$ cat src/rtl/core/lcdls_pkg.sv
// Package for the LCD line and mode sequencer: request, mode and register
// codes, reset values, the state and result structs. No dependencies.
package lcdls_pkg;

  // Request codes carried in the mode field of an input beat
  localparam logic [1:0] REQ_READ  = 2'd0;
  localparam logic [1:0] REQ_WRITE = 2'd1;
  localparam logic [1:0] REQ_PHASE = 2'd2;

  // Display modes held in status bits 1..0
  localparam logic [1:0] MODE_HBLANK = 2'd0;
  localparam logic [1:0] MODE_VBLANK = 2'd1;
  localparam logic [1:0] MODE_OAM    = 2'd2;
  localparam logic [1:0] MODE_DRAW   = 2'd3;

  // Display register indexes
  localparam logic [2:0] REG_CONTROL  = 3'd0;
  localparam logic [2:0] REG_STATUS   = 3'd1;
  localparam logic [2:0] REG_SCROLL_Y = 3'd2;
  localparam logic [2:0] REG_SCROLL_X = 3'd3;
  localparam logic [2:0] REG_LINE     = 3'd4;
  localparam logic [2:0] REG_COMPARE  = 3'd5;
  localparam logic [2:0] REG_WINDOW_Y = 3'd6;
  localparam logic [2:0] REG_WINDOW_X = 3'd7;

  // Configuration register indexes
  localparam logic CFG_COLOUR_MODE = 1'b0;

  // Reset values and masks
  localparam logic [7:0] CONTROL_RESET    = 8'h91;
  localparam logic [7:0] STATUS_RESET     = 8'h85;
  localparam logic [7:0] STATUS_WR_MASK   = 8'b1111_1000;
  localparam logic [7:0] STATUS_KEEP_MASK = 8'b0000_0111;

  // Line numbers with special handling
  localparam logic [7:0] LINE_LAST_VISIBLE = 8'd143;
  localparam logic [7:0] LINE_LAST         = 8'd153;
  localparam logic [7:0] WINDOW_X_MAX      = 8'd166;

  // Status and control bit positions
  localparam int unsigned ST_MATCH  = 2;
  localparam int unsigned ST_HB_IE  = 3;
  localparam int unsigned ST_VB_IE  = 4;
  localparam int unsigned ST_OAM_IE = 5;
  localparam int unsigned ST_CMP_IE = 6;
  localparam int unsigned CT_BG_EN  = 0;
  localparam int unsigned CT_WIN_EN = 5;
  localparam int unsigned CT_LCD_EN = 7;

  typedef struct packed {
    logic [7:0] control;
    logic [7:0] status;
    logic [7:0] scroll_y;
    logic [7:0] scroll_x;
    logic [7:0] line;
    logic [7:0] compare;
    logic [7:0] window_y;
    logic [7:0] window_x;
    logic [7:0] window_line;
  } lcd_state_t;

  typedef struct packed {
    logic [1:0] mode;
    logic [2:0] reg_index;
    logic [7:0] write_data;
  } req_beat_t;

  typedef struct packed {
    logic [7:0] read_data;
    logic       vblank_irq;
    logic       lcd_irq;
    logic [1:0] display_mode;
    logic [7:0] current_line;
    logic       frame_done;
  } res_beat_t;

endpackage

$ cat src/rtl/core/lcdls_cfg.sv
// APB-style configuration port holding the colour mode bit.
// Depends on lcdls_pkg.
module lcdls_cfg (
  input  logic        clk,
  input  logic        rst_n,
  input  logic        cfg_psel,
  input  logic        cfg_penable,
  input  logic        cfg_pwrite,
  input  logic [2:0]  cfg_paddr,
  input  logic [31:0] cfg_pwdata,
  output logic [31:0] cfg_prdata,
  output logic        cfg_pready,
  output logic        colour_mode
);
  import lcdls_pkg::*;

  logic colour_mode_r;
  logic colour_mode_nxt;
  logic wr_en;
  logic hit;

  // register 0 sits at byte 0; bit 2 selects the word
  assign hit   = (cfg_paddr[2] == CFG_COLOUR_MODE);
  assign wr_en = cfg_psel && cfg_penable && cfg_pwrite;

  always_comb begin
    colour_mode_nxt = colour_mode_r;
    if (wr_en && hit) begin
      colour_mode_nxt = cfg_pwdata[0];
    end
  end

  always_ff @(posedge clk) begin
    if (!rst_n) begin
      colour_mode_r <= 1'b0;
    end else begin
      colour_mode_r <= colour_mode_nxt;
    end
  end

  assign cfg_prdata  = hit ? {31'd0, colour_mode_r} : 32'd0;
  assign cfg_pready  = 1'b1;
  assign colour_mode = colour_mode_r;

endmodule

$ cat src/rtl/core/lcdls_step.sv
// Next-state and result logic for one request beat: register access or
// mode step with line compare. Depends on lcdls_pkg.
module lcdls_step (
  input  lcdls_pkg::lcd_state_t st,
  input  lcdls_pkg::req_beat_t  req,
  input  logic                  colour_mode,
  output lcdls_pkg::lcd_state_t st_nxt,
  output lcdls_pkg::res_beat_t  res
);
  import lcdls_pkg::*;

  always_comb begin
    logic [7:0] line_inc;
    logic       win_vis;
    logic       vb;
    logic       lcd;
    logic       frame;
    logic       do_cmp;
    logic [7:0] rd;

    line_inc = st.line + 8'd1;
    win_vis  = colour_mode || st.control[CT_BG_EN];
    vb       = 1'b0;
    lcd      = 1'b0;
    frame    = 1'b0;
    do_cmp   = 1'b0;
    rd       = 8'd0;
    st_nxt   = st;

    unique case (req.mode)
      // register read
      REQ_READ: begin
        unique case (req.reg_index)
          REG_CONTROL:  rd = st.control;
          REG_STATUS:   rd = st.status;
          REG_SCROLL_Y: rd = st.scroll_y;
          REG_SCROLL_X: rd = st.scroll_x;
          REG_LINE:     rd = st.line;
          REG_COMPARE:  rd = st.compare;
          REG_WINDOW_Y: rd = st.window_y;
          REG_WINDOW_X: rd = st.window_x;
          default:      rd = st.window_x;
        endcase
      end
      // register write; status keeps its mode and match bits
      REQ_WRITE: begin
        unique case (req.reg_index)
          REG_CONTROL:  st_nxt.control = req.write_data;
          REG_STATUS:   st_nxt.status  = (req.write_data & STATUS_WR_MASK) |
                                         (st.status & STATUS_KEEP_MASK);
          REG_SCROLL_Y: st_nxt.scroll_y = req.write_data;
          REG_SCROLL_X: st_nxt.scroll_x = req.write_data;
          REG_LINE:     st_nxt.line     = req.write_data;
          REG_COMPARE:  st_nxt.compare  = req.write_data;
          REG_WINDOW_Y: st_nxt.window_y = req.write_data;
          REG_WINDOW_X: st_nxt.window_x = req.write_data;
          default:      st_nxt.window_x = req.write_data;
        endcase
      end
      // phase end: step the mode
      REQ_PHASE: begin
        unique case (st.status[1:0])
          MODE_OAM: begin
            st_nxt.status[1:0] = MODE_DRAW;
          end
          MODE_DRAW: begin
            if (st.control[CT_LCD_EN] && win_vis && st.control[CT_WIN_EN] &&
                (st.window_x <= WINDOW_X_MAX) && (st.window_y <= st.line)) begin
              st_nxt.window_line = st.window_line + 8'd1;
            end
            st_nxt.status[1:0] = MODE_HBLANK;
            lcd = st.status[ST_HB_IE];
          end
          MODE_HBLANK: begin
            if (st.line == LINE_LAST_VISIBLE) begin
              st_nxt.status[1:0] = MODE_VBLANK;
              frame = 1'b1;
              vb    = 1'b1;
              lcd   = st.status[ST_VB_IE];
            end else begin
              st_nxt.status[1:0] = MODE_OAM;
              lcd = st.status[ST_OAM_IE];
            end
            st_nxt.line = line_inc;
            do_cmp = 1'b1;
          end
          MODE_VBLANK: begin
            if (st.line == LINE_LAST) begin
              st_nxt.line        = 8'd0;
              st_nxt.window_line = 8'd0;
              st_nxt.status[1:0] = MODE_OAM;
            end else begin
              st_nxt.line = line_inc;
            end
            do_cmp = 1'b1;
          end
          default: begin
            st_nxt.status[1:0] = st.status[1:0];
          end
        endcase
      end
      // unused request code leaves everything as it is
      default: begin
        st_nxt = st;
      end
    endcase

    // line compare after a line change
    if (do_cmp) begin
      if (st_nxt.line == st.compare) begin
        st_nxt.status[ST_MATCH] = 1'b1;
        lcd = lcd | st.status[ST_CMP_IE];
      end else begin
        st_nxt.status[ST_MATCH] = 1'b0;
      end
    end

    res.read_data    = rd;
    res.vblank_irq   = vb;
    res.lcd_irq      = lcd;
    res.display_mode = st_nxt.status[1:0];
    res.current_line = st_nxt.line;
    res.frame_done   = frame;
  end

endmodule

$ cat src/rtl/core/lcd_line_mode_sequencer_unit.sv
// Top level of the LCD line and mode sequencer: input register, state
// registers, result register. Depends on lcdls_pkg, lcdls_cfg, lcdls_step.
//
//  channel | direction | handshake          | payload
//  --------+-----------+--------------------+----------------------------------
//  in_     | in        | in_valid/in_stall  | mode, reg_index, write_data
//  out_    | out       | out_valid/out_stall| read_data, vblank_irq, lcd_irq,
//          |           |                    | display_mode, current_line,
//          |           |                    | frame_done
//  cfg_    | in/out    | APB psel/penable   | colour_mode at byte 0
//
// One beat per cycle while the output is not stalled; a beat passes the input
// register, then the step logic into the result register.
// The display state updates at the same edge that loads the result, so the
// next beat in the input register always sees it.
// A stall on the output holds both stages; the input stalls only when its
// register is full and cannot move on. Reset is synchronous, active low.
module lcd_line_mode_sequencer_unit (
  input  logic        clk,
  input  logic        rst_n,
  input  logic        in_valid,
  output logic        in_stall,
  input  logic [1:0]  in_mode,
  input  logic [2:0]  in_reg_index,
  input  logic [7:0]  in_write_data,
  output logic        out_valid,
  input  logic        out_stall,
  output logic [7:0]  out_read_data,
  output logic        out_vblank_irq,
  output logic        out_lcd_irq,
  output logic [1:0]  out_display_mode,
  output logic [7:0]  out_current_line,
  output logic        out_frame_done,
  input  logic        cfg_psel,
  input  logic        cfg_penable,
  input  logic        cfg_pwrite,
  input  logic [2:0]  cfg_paddr,
  input  logic [31:0] cfg_pwdata,
  output logic [31:0] cfg_prdata,
  output logic        cfg_pready
);
  import lcdls_pkg::*;

  logic       colour_mode;
  logic       in_valid_r;
  req_beat_t  req_r;
  logic       out_valid_r;
  res_beat_t  res_r;
  lcd_state_t st_r;
  lcd_state_t st_nxt;
  res_beat_t  res_nxt;
  logic       adv;
  logic       in_take;

  lcdls_cfg u_cfg (
    .clk         (clk),
    .rst_n       (rst_n),
    .cfg_psel    (cfg_psel),
    .cfg_penable (cfg_penable),
    .cfg_pwrite  (cfg_pwrite),
    .cfg_paddr   (cfg_paddr),
    .cfg_pwdata  (cfg_pwdata),
    .cfg_prdata  (cfg_prdata),
    .cfg_pready  (cfg_pready),
    .colour_mode (colour_mode)
  );

  lcdls_step u_step (
    .st          (st_r),
    .req         (req_r),
    .colour_mode (colour_mode),
    .st_nxt      (st_nxt),
    .res         (res_nxt)
  );

  // stage control
  assign adv      = in_valid_r && (!out_valid_r || !out_stall);
  assign in_stall = in_valid_r && !adv;
  assign in_take  = in_valid && !in_stall;

  // input register
  always_ff @(posedge clk) begin
    if (!rst_n) begin
      in_valid_r <= 1'b0;
    end else if (!in_stall) begin
      in_valid_r <= in_valid;
    end
  end

  always_ff @(posedge clk) begin
    if (in_take) begin
      req_r.mode       <= in_mode;
      req_r.reg_index  <= in_reg_index;
      req_r.write_data <= in_write_data;
    end
  end

  // display state
  always_ff @(posedge clk) begin
    if (!rst_n) begin
      st_r.control     <= CONTROL_RESET;
      st_r.status      <= STATUS_RESET;
      st_r.scroll_y    <= 8'd0;
      st_r.scroll_x    <= 8'd0;
      st_r.line        <= 8'd0;
      st_r.compare     <= 8'd0;
      st_r.window_y    <= 8'd0;
      st_r.window_x    <= 8'd0;
      st_r.window_line <= 8'd0;
    end else if (adv) begin
      st_r <= st_nxt;
    end
  end

  // result register
  always_ff @(posedge clk) begin
    if (!rst_n) begin
      out_valid_r <= 1'b0;
    end else if (adv) begin
      out_valid_r <= 1'b1;
    end else if (!out_stall) begin
      out_valid_r <= 1'b0;
    end
  end

  always_ff @(posedge clk) begin
    if (adv) begin
      res_r <= res_nxt;
    end
  end

  assign out_valid        = out_valid_r;
  assign out_read_data    = res_r.read_data;
  assign out_vblank_irq   = res_r.vblank_irq;
  assign out_lcd_irq      = res_r.lcd_irq;
  assign out_display_mode = res_r.display_mode;
  assign out_current_line = res_r.current_line;
  assign out_frame_done   = res_r.frame_done;

`ifndef SYNTHESIS
  // a beat moving on always lands in the result register
  a_adv_fills_out: assert property (@(posedge clk) disable iff (!rst_n)
    adv |=> out_valid_r)
    else $error("result register not loaded after advance");

  // state only changes when a beat moves through the step logic
  a_state_hold: assert property (@(posedge clk) disable iff (!rst_n)
    !adv |=> $stable(st_r))
    else $error("display state changed without a beat");

  // frame end result enters vertical blank on line 144 with its interrupt
  a_frame_done: assert property (@(posedge clk) disable iff (!rst_n)
    (out_valid_r && res_r.frame_done) |->
      (res_r.vblank_irq && (res_r.display_mode == MODE_VBLANK) &&
       (res_r.current_line == LINE_LAST_VISIBLE + 8'd1)))
    else $error("frame done without vertical blank entry");

  // result register mode and line match the state that the beat produced
  a_mode_match: assert property (@(posedge clk) disable iff (!rst_n)
    adv |=> (res_r.display_mode == st_r.status[1:0]) &&
            (res_r.current_line == st_r.line))
    else $error("result mode or line differs from stored state");
`endif

endmodule

$ cat config.mk
export PLATFORM = sky130hd
export DESIGN_NAME = lcd_line_mode_sequencer_unit
export DESIGN_NICKNAME = d
export VERILOG_FILES = /design/src/rtl/core/lcdls_pkg.sv /design/src/rtl/core/lcdls_cfg.sv /design/src/rtl/core/lcdls_step.sv /design/src/rtl/core/lcd_line_mode_sequencer_unit.sv
export SDC_FILE = /design/constraint.sdc
export NUM_CORES = 1
export LEC_CHECK = 0
export BUFFER_PORTS_ARGS = -buffer_cell sky130_fd_sc_hd__buf_2
export CAP_MARGIN = 25
export CORE_UTILIZATION = 55
export CTS_BUF_LIST = sky130_fd_sc_hd__clkbuf_8 sky130_fd_sc_hd__clkbuf_16
export CTS_CLUSTER_DIAMETER = 40
export DETAILED_ROUTE_END_ITERATION = 10
export PLACE_DENSITY = 0.83
export REMOVE_ABC_BUFFERS = 1
export SYNTH_ARGS = -nofsm -noshare
export SYNTH_HDL_FRONTEND = slang
export SYNTH_SLANG_ARGS = --single-unit
$ cat constraint.sdc
create_clock -name clk -period 7.7 [get_ports clk]
set_clock_uncertainty 0.1 [all_clocks]
set_input_delay 1.925 -clock clk [delete_from_list [all_inputs] [get_ports clk]]
set_output_delay 1.925 -clock clk [all_outputs]
set_load 0.01 [all_outputs]
### After elaboration in Yosys (flattened, before gate mapping)

Index checks and enable logic that the tools add are counted.

| cells by class | value |
|---|---|
| add/sub/neg operators | 1 |
| $lt $le $gt $ge | 0 |
| reductions and logical operators | 26 |
| muxes and demuxes | 24 |
| eq/ne operators | 16 |
| $mul | 0 |
| bitwise gates (word level) | 3 |
| div/mod/pow operators | 0 |
| shift operators | 0 |

Operators with widths:

| kind | number |
|---|---|
| $pmux W8 S8 | 1 |
| $pmux W8 S2 | 2 |
| $reduce_and A3 Y1 | 8 |
| $eq A8 B8 Y1 const B | 2 |
| $mux W8 | 2 |
| $mux W1 | 13 |
| $eq A3 B3 Y1 const B | 4 |
| $add A8 B1 Y8 const B | 1 |
| $eq A8 B8 Y1 | 1 |
| $or A8 B3 Y8 | 1 |
| $pmux W2 S4 | 1 |
| $eq A2 B2 Y1 const B | 3 |
| $eq A3 B2 Y1 const B | 2 |
| $logic_and A1 B1 Y1 | 6 |
| $eq A2 B1 Y1 const B | 2 |
| $logic_not A1 Y1 | 4 |
| $logic_not A2 Y1 | 2 |
| $mux W2 | 2 |
| $pmux W2 S2 | 1 |
| $reduce_bool A2 Y1 | 2 |
| $eq A3 B1 Y1 const B | 1 |
| $logic_not A3 Y1 | 1 |
| $mux W3 | 1 |
| $ne A2 B1 Y1 const B | 1 |
| other kinds (6) | 6 |

| storage, ports and cells | value |
|---|---|
| bits in writable memories | 0 |
| bits of input ports | 55 |
| memories | 0 |
| latch bits | 0 |
| logic and storage cells | 91 |
| ROM bits | 0 |
| output and inout port bits | 56 |
| flip-flop bits (word level) | 100 |

### Logic depth before layout (Yosys ltp)

Gate-level depths: netlist of the first run.

| logic depth | value |
|---|---|
| word-level depth | 7 |
| mapped depth | 11 |
| depth with buffers taken out | 9 |

### By module

From an unflattened synthesis of the first run, not the netlist that was laid out.

| unflattened totals | value |
|---|---|
| cells, all modules | 751 |
| area, all modules | 7033.0 um2 |

By module, submodules not included:

| module | sequential area each (um2) | cells an instance | area each (um2) | instances |
|---|---|---|---|---|
| lcd_line_mode_sequencer_unit | 2502.4 | 354 | 4091.4 | 1 |
| lcdls_step | 0.0 | 357 | 2626.3 | 1 |
| lcdls_cfg | 20.0 | 40 | 315.3 | 1 |

### Least setup slack after synthesis of the first run

OpenSTA, ideal clock, no wires.

| path | value |
|---|---|
| kind | input -> output |
| start point | in out_stall |
| end point | out in_stall |
| arrival time | 2.145 ns |
| path slack | 3.530 ns |
| path buffers | 0 |
| data required time | 5.675 ns |
| stages | 1 |
| path through | and3_1 |

| on the way | value |
|---|---|
| cells in the longest elaborated chain, start to end | 5 |

RTL lines:

| item | RTL line | source |
|---|---|---|
| from (decl) | lcd_line_mode_sequencer_unit.sv:27 | `input logic out_stall,` |
| $logic_not A1 Y1 | - |  |
| $logic_or A1 B1 Y1 | lcd_line_mode_sequencer_unit.sv:77 | `assign adv = in_valid_r && (!out_valid_r \|\| !out_stall);` |
| $logic_and A1 B1 Y1 | lcd_line_mode_sequencer_unit.sv:77 |  |
| $logic_not A1 Y1 | lcd_line_mode_sequencer_unit.sv:78 | `assign in_stall = in_valid_r && !adv;` |
| $logic_and A1 B1 Y1 | lcd_line_mode_sequencer_unit.sv:78 |  |
| to (decl) | lcd_line_mode_sequencer_unit.sv:22 | `output logic in_stall,` |

No other way between the ends.

### Worst setup path in the final report of the first run

Ends and elaborated chain as after synthesis.

==> out/qor.csv, run 1 <==
stage;metric;value;unit
floorplanning;die_area;9800;um^2
placed_design;place_ws;3.30;ns
setup_path;path_max_fanout;3;
cts;cts-resized-gates;0;
route;drtIter0Drc;443;
route;drc;0;
cts;numCtsBuffers;9;
setup_path;crit_required;5.68;ns
cts;clockBufferDepth;2;
setup_path;end_kind;output pin;
timing;slew_headroom;31.6;%
flow_run;maxCapViolCount;0;
timing;rsz0062_at_grt;no;
logic_synthesis;ys_top_cells_by_area;dfxtp_1, edfxtp_1, mux2i_1;
timing;fin_crit_sh;57.1;%
timing;final_max_slew_viol_count;0;
logic_synthesis;ys_ff_latch;100;
logic_synthesis;yosys.area.top_type_share;25.9;%
timing;period_needed;4.40;ns
route;viasPerCell;5.93;
timing;clock.fmax;228;MHz
placed_design;hpwl;8.26;mm
logic_synthesis;ys_seq_area_share;45.1;%
floorplanning;ioPinCount;111;
pwr;peakVddDrop;0.000104;V
route;vias;4103;
run_status;outcome;complete, no violations;
global_routing;track_usage;25.4;%
logic_synthesis;synthCells;558;
floorplanning;die_w;99.0;um
setup_path;arrival;2.37;ns
floorplanning;coreArea;9200;um^2
timing;tns;0;ns
logic_synthesis;synth-main-ff-cell;dfxtp_1;
global_routing;grt_start_max_net_pins;68;
pwr;p_leak;0.00202;uW
cells_and_area;drive_gt1_share;13.1;%
cells_and_area;syn_to_final_growth;5.27;%
cells_and_area;nets;640;
setup_path;start_kind;input pin;
cts;tritoncts;built;
timing;finalSetupViolCount;0;
timing;tightest_slew;1.02;ns
cts;cts.sinks;100;
cts;ctsHoldBuffers;0;
logic_synthesis;synth_area_leader_cell;dfxtp_1;
floorplanning;rows;35;
setup_path;worstSetupPathType;input pin to output pin;
cts;htree_levels;3;
cells_and_area;n_antenna_cell;0;
worst_hold_path;hold_path.class;flip-flop to flip-flop;
route;dr.pass1.iters;5;
route;routed_wl;12.2;mm
route;antenna_left;0;
pwr;p_per_area;180;nW/um^2
logic_synthesis;ys_warn_count;0;
cells_and_area;fin_util;59.2;%
cts;path_clk_slew;0.09;ns
cts;clockRootBuffer;clkbuf_8;
timing;fin_ws;3.30;ns
timing;hold_violations;0;
global_routing;grt-ovfl-total;0;
cts;post_cts_buffers;0;
placed_design;portBuffers;45;
logic_synthesis;synthDistinctLibCells;59;
logic_synthesis;avgSynthCellArea;9.27;um^2
logic_synthesis;synthesis.area;5170;um^2
route;wire_per_inst;17.6;um
cts;clk_latency;0.37;ns
logic_synthesis;ys_async_sr_fraction;0;%
logic_synthesis;synth-edff-count;33;
global_routing;grt_pass1_wl;18.9;mm
global_routing;antenna_found_initial;0;
floorplanning;dieHeight;99.0;um
placed_design;gp_congestion;0.979;
timing;holdWs;0.367;ns
floorplanning;start_util;56.3;%
placed_design;place_area;5270;um^2
global_routing;grt_pass1_vias;3650;
cells_and_area;final_area;5450;um^2
==> path summary, 6_finish.rpt <==
path,to,slack (ns),cells after the start,start
hold reg to reg,st_r[69],0.37,2,st_r[69]
setup reg to reg,out_lcd_irq,4.29,7,req_r[10]
hold / removal,st_r[69],0.37,2,st_r[69]
setup / recovery,in_stall,3.30,3,out_stall
==> kinds of logic after synthesis <==
group	share of synthesized area, %
adders and majority gates	2.18
AOI/OAI and AO/OA	16.4
other	0.145
and+or+nand+nor	18.3
xor gates and xnor gates	1.19
muxes	7.84
DFF	45.1
buffers and inverters	8.83
==> worst max-delay path, stage by stage <==
cell and delay, ns:
buf_2 0.11, and3_1 0.19, buf_2 0.14
==> sequential cells by signal, summed over array words and instances, names as in the netlist <==
register	flops
st_r	64
req_r	13
out_current_line	8
out_read_data	8
out_display_mode	2
in_valid_r	1
out_frame_done	1
out_lcd_irq	1
out_valid	1
u_cfg.colour_mode	1
==> final cells by class <==
type | count | area [um^2]
Fill cell | 815 | 3750
Inverter | 18 | 67.6
Tap cell | 111 | 139
Clock buffer | 9 | 124
Clock inverter | 7 | 46.3
Multi-Input combinational cell | 400 | 2500
Sequential cell | 100 | 2330
Timing Repair Buffer | 47 | 240
==> stage by stage <==
stage | instances | power [uW]
2_1_floorplan | 518 | 655
3_3_place_gp | 675 | 694
3_5_place_dp | 675 | 697
4_1_cts | 691 | 985
5_1_grt | 692 | 1030
6_report | 692 | 981
==> synth_stat cells, types with 3 or more instances <==
cell type	number
edfxtp_1	33
buf_1	3
o221ai_1	5
o21ai_0	29
dfxtp_1	67
a22oi_1	3
o22ai_1	3
nor2b_1	31
nor3_2	3
buf_4	33
a21o_1	3
nor3b_1	4
inv_1	18
xor2_1	4
a221oi_1	4
and2_1	3
nor2_1	31
clkbuf_1	32
nand2_1	74
mux2i_1	36
nand3_1	30
a21oi_1	12
a22o_1	5
o2111ai_1	3
ha_1	9
xnor2_1	3
a21boi_0	30
nor4_1	4
==> power breakdown <==
group          leakage (uW)  switching (uW)  total (uW)  internal, uW
logic               0.00107            68.4         107          38.4
registers          0.000853            20.7         581           560
clock network     0.0000918             177         293           116
==> layout by cell type (no fill, tap or decap), types with 30 or more instances in the layout <==
cell	n
mux2i_1	36
dfxtp_1	67
a21boi_0	30
nand3_1	30
conb_1	32
buf_2	45
edfxtp_1	33
nor2b_1	31
nand2_1	74
nor2_1	31
==> layer usage <==
layer / part of all wire (%) / vias to the layer above / GRT usage [%]
li1: - / 1927 / -
met2: 45 / 209 / 38.8
met3: 7.1 / 38 / 5.74
met1: 44 / 1929 / 34.2
met5: 0 / - / 0
met4: 4.2 / 0 / 12.2
Power figures use the tool's default switching activity.
==> run 2, diff against run 1 <==
Clock period 7.7 ns to 4.11 ns, I/O delays scaled along.
==> run 2 against run 1 <==
Effect of this change:
- power is 97% higher
- critical endpoint is now out_lcd_irq
- first-iteration DRC count fell by 17%
- via count is 1.2% higher
- global-route usage rose by 0.46 points
- sequential share of layout area fell by 0.74 points
- flip-flop and latch count stayed put
- clock-buffer cell count stayed put
- sequential power up 86%
- final cell count increased by 1.3%
==> out/qor.csv, run 2 (synthesized netlist as in run 1, its figures left out) <==
stage;metric;value;unit;change
run_status;outcome;complete, no violations;;
global_routing;track_usage;25.9;%;+0.46 points
cells_and_area;fin_util;60.3;%;+1.0 points
cells_and_area;layout_common_cells;nand2_1, dfxtp_1, buf_2;;
route;wire_per_inst;17.3;um;-1.6%
route;dr.pass1.iters;6;;+1
timing;tightest_slew;1.01;ns;-0.0116 ns
floorplanning;coreArea;9200;um^2;unchanged
global_routing;grt_start_max_net_pins;68;;unchanged
cts;post_cts_buffers;0;;unchanged
pwr;p_leak;0.00207;uW;+2.6%
cells_and_area;n_antenna_cell;0;;unchanged
setup_path;cp_cell_sequence;inv_1 > ha_1 > inv_1 > nor3_2 > a32o_1 > o21ai_0 > a22o_1 > nor4_2 > a32o_1;;
floorplanning;dieHeight;99.0;um;unchanged
worst_hold_path;hold_path_end;st_r[70];;
cts;cts-resized-gates;0;;unchanged
worst_hold_path;hold_depth;2;;unchanged
cells_and_area;nets;649;;+1.4%
setup_path;start_kind;flip-flop;;
cells_and_area;layout_commonest_cell;nand2_1;;
timing;hold_violations;0;;unchanged
setup_path;r2r_cells;9;;+2
cells_and_area;syn_to_final_growth;7.13;%;
cts;clk_latency;0.37;ns;about the same
route;viasPerCell;5.92;;-0.10%
global_routing;antenna_found_initial;0;;unchanged
setup_path;crit_required;4.24;ns;-1.44 ns
worst_hold_path;hold_path.class;flip-flop to flip-flop;;
cells_and_area;largest_reg_flops;64;;unchanged
floorplanning;ioPinCount;111;;unchanged
cts;cts.sinks;100;;unchanged
worst_hold_path;hold_start;st_r[70];;
setup_path;crit_path_start;req_r[11];;
cts;ctsHoldBuffers;0;;unchanged
cts;tritoncts;built;;
floorplanning;die_area;9800;um^2;unchanged
global_routing;grt-ovfl-total;0;;unchanged
route;vias;4152;;+1.2%
global_routing;grt_pass1_wl;19.6;mm;+3.7%
placed_design;gp_congestion;0.963;;-1.7%
setup_path;worst_r2r_endpoint;out_lcd_irq;;
timing;fin_ws;0.940;ns;-2.36 ns
placed_design;place_area;5340;um^2;+1.3%
setup_path;cp_slowest_cell;ha_1;;
setup_path;slowest_delay;0.60;ns;+0.41 ns
timing;clock.fmax;315;MHz;
setup_path;r2r-start;req_r[11];;
flow_run;maxCapViolCount;0;;unchanged
cells_and_area;drive_gt1_share;14.6;%;+1.5 points
cts;path_clk_slew;0.10;ns;about the same
timing;fin_crit_sh;77.1;%;
cts;numCtsBuffers;9;;unchanged
pwr;peakVddDrop;0.000220;V;+110%
setup_path;regToRegSetupSlack;0.94;ns;-3.35 ns
setup_path;worstSetupPathType;flip-flop to flip-flop;;
placed_design;portBuffers;45;;unchanged
floorplanning;die_w;99.0;um;unchanged
pwr;p_per_area;348;nW/um^2;+93%
placed_design;place_ws;0.987;ns;-2.32 ns
floorplanning;start_util;56.3;%;unchanged
timing;period_needed;3.17;ns;
placed_design;hpwl;8.28;mm;+0.18%
floorplanning;rows;35;;unchanged
cts;htree_levels;3;;unchanged
setup_path;path_max_fanout;16;;+13
timing;tns;0;ns;unchanged
route;antenna_left;0;;unchanged
cts;clockRootBuffer;clkbuf_8;;
timing;slew_headroom;32.7;%;+1.0 points
timing;rsz0062_at_grt;no;;
timing;holdWs;0.371;ns;+0.00409 ns
setup_path;arrival;3.30;ns;+0.93 ns
route;routed_wl;12.1;mm;-0.33%
route;drc;0;;unchanged
route;drtIter0Drc;368;;-17%
cells_and_area;reg_top3;st_r x64, req_r x13;;
global_routing;grt_pass1_vias;3769;;+3.3%
cells_and_area;fill_cells;798;;-2.1%
timing;final_max_slew_viol_count;0;;unchanged
cts;clockBufferDepth;2;;unchanged
timing;finalSetupViolCount;0;;unchanged
cells_and_area;regMostFlops;st_r;;
setup_path;end_kind;flip-flop;;
cells_and_area;final_area;5540;um^2;+1.8%
## run 2: cell count changes in the layout (fill, tap and decap cells not counted)
| cell | before | now |
|---|---|---|
| buf_4 | 2 | 11 |
| clkinv_4 | 3 | 1 |
| inv_1 | 20 | 18 |
| bufinv_16 | 0 | 1 |
| clkinv_1 | 0 | 1 |
| inv_6 | 0 | 1 |
| inv_8 | 0 | 1 |
## run 2: per-stage QoR
| stage | instances | total power, uW |
|---|---|---|
| 6_report | 701 | 1930 |
| 5_1_grt | 701 | 2000 |
| 4_1_cts | 700 | 1930 |
| 3_5_place_dp | 684 | 1310 |
| 3_3_place_gp | 684 | 1300 |
| 2_1_floorplan | 518 | 1230 |
## run 2: power breakdown
| part | total (uW) | internal [uW] | leakage (uW) | switching [uW] |
|---|---|---|---|---|
| sequential | 1080 | 1050 | 0.000853 | 30.0 |
| clock | 636 | 286 | 0.0000992 | 351 |
| combinational | 214 | 75.7 | 0.00112 | 138 |
## run 2: worst max-delay path by stage
stage               depth (start not counted)           to  slack, ns
finish                                      9  out_lcd_irq       0.94
global route                                9  out_lcd_irq       0.81
CTS                                         9  out_lcd_irq       1.01
detailed placement                          9     st_r[43]       0.99
global placement                            9     st_r[41]       1.01
floorplan                                   7     st_r[22]       0.74
## run 2: metal layers
metal	global-route usage (%)	part of all wire (%)	up-vias
li1	-	-	1943
met1	35.4	44	1942
met2	40.5	45	227
met3	3.76	7.6	40
met4	12.4	3.4	0
met5	0	0	-
## run 2: critical path: cells and delay by family (launching register included)
family                     cells  cell delay [ns]
AOI/OAI and AO/OA              4             0.88
adders and majority gates      1             0.60
buffers and inverters          2             0.24
DFF                            1             0.41
and+or+nand+nor                2             0.79
## run 2: area by class of cell
type                    count  area [um^2]  share of cell area, %
inverters                  18         67.6                   1.22
multi-input cells         400         2500                   45.1
flip-flops and latches    100         2330                   42.1
well taps                 111          139                   2.51
repair buffers             56          308                   5.55
clock inverters             7         75.1                   1.35
clock buffers               9          124                   2.23
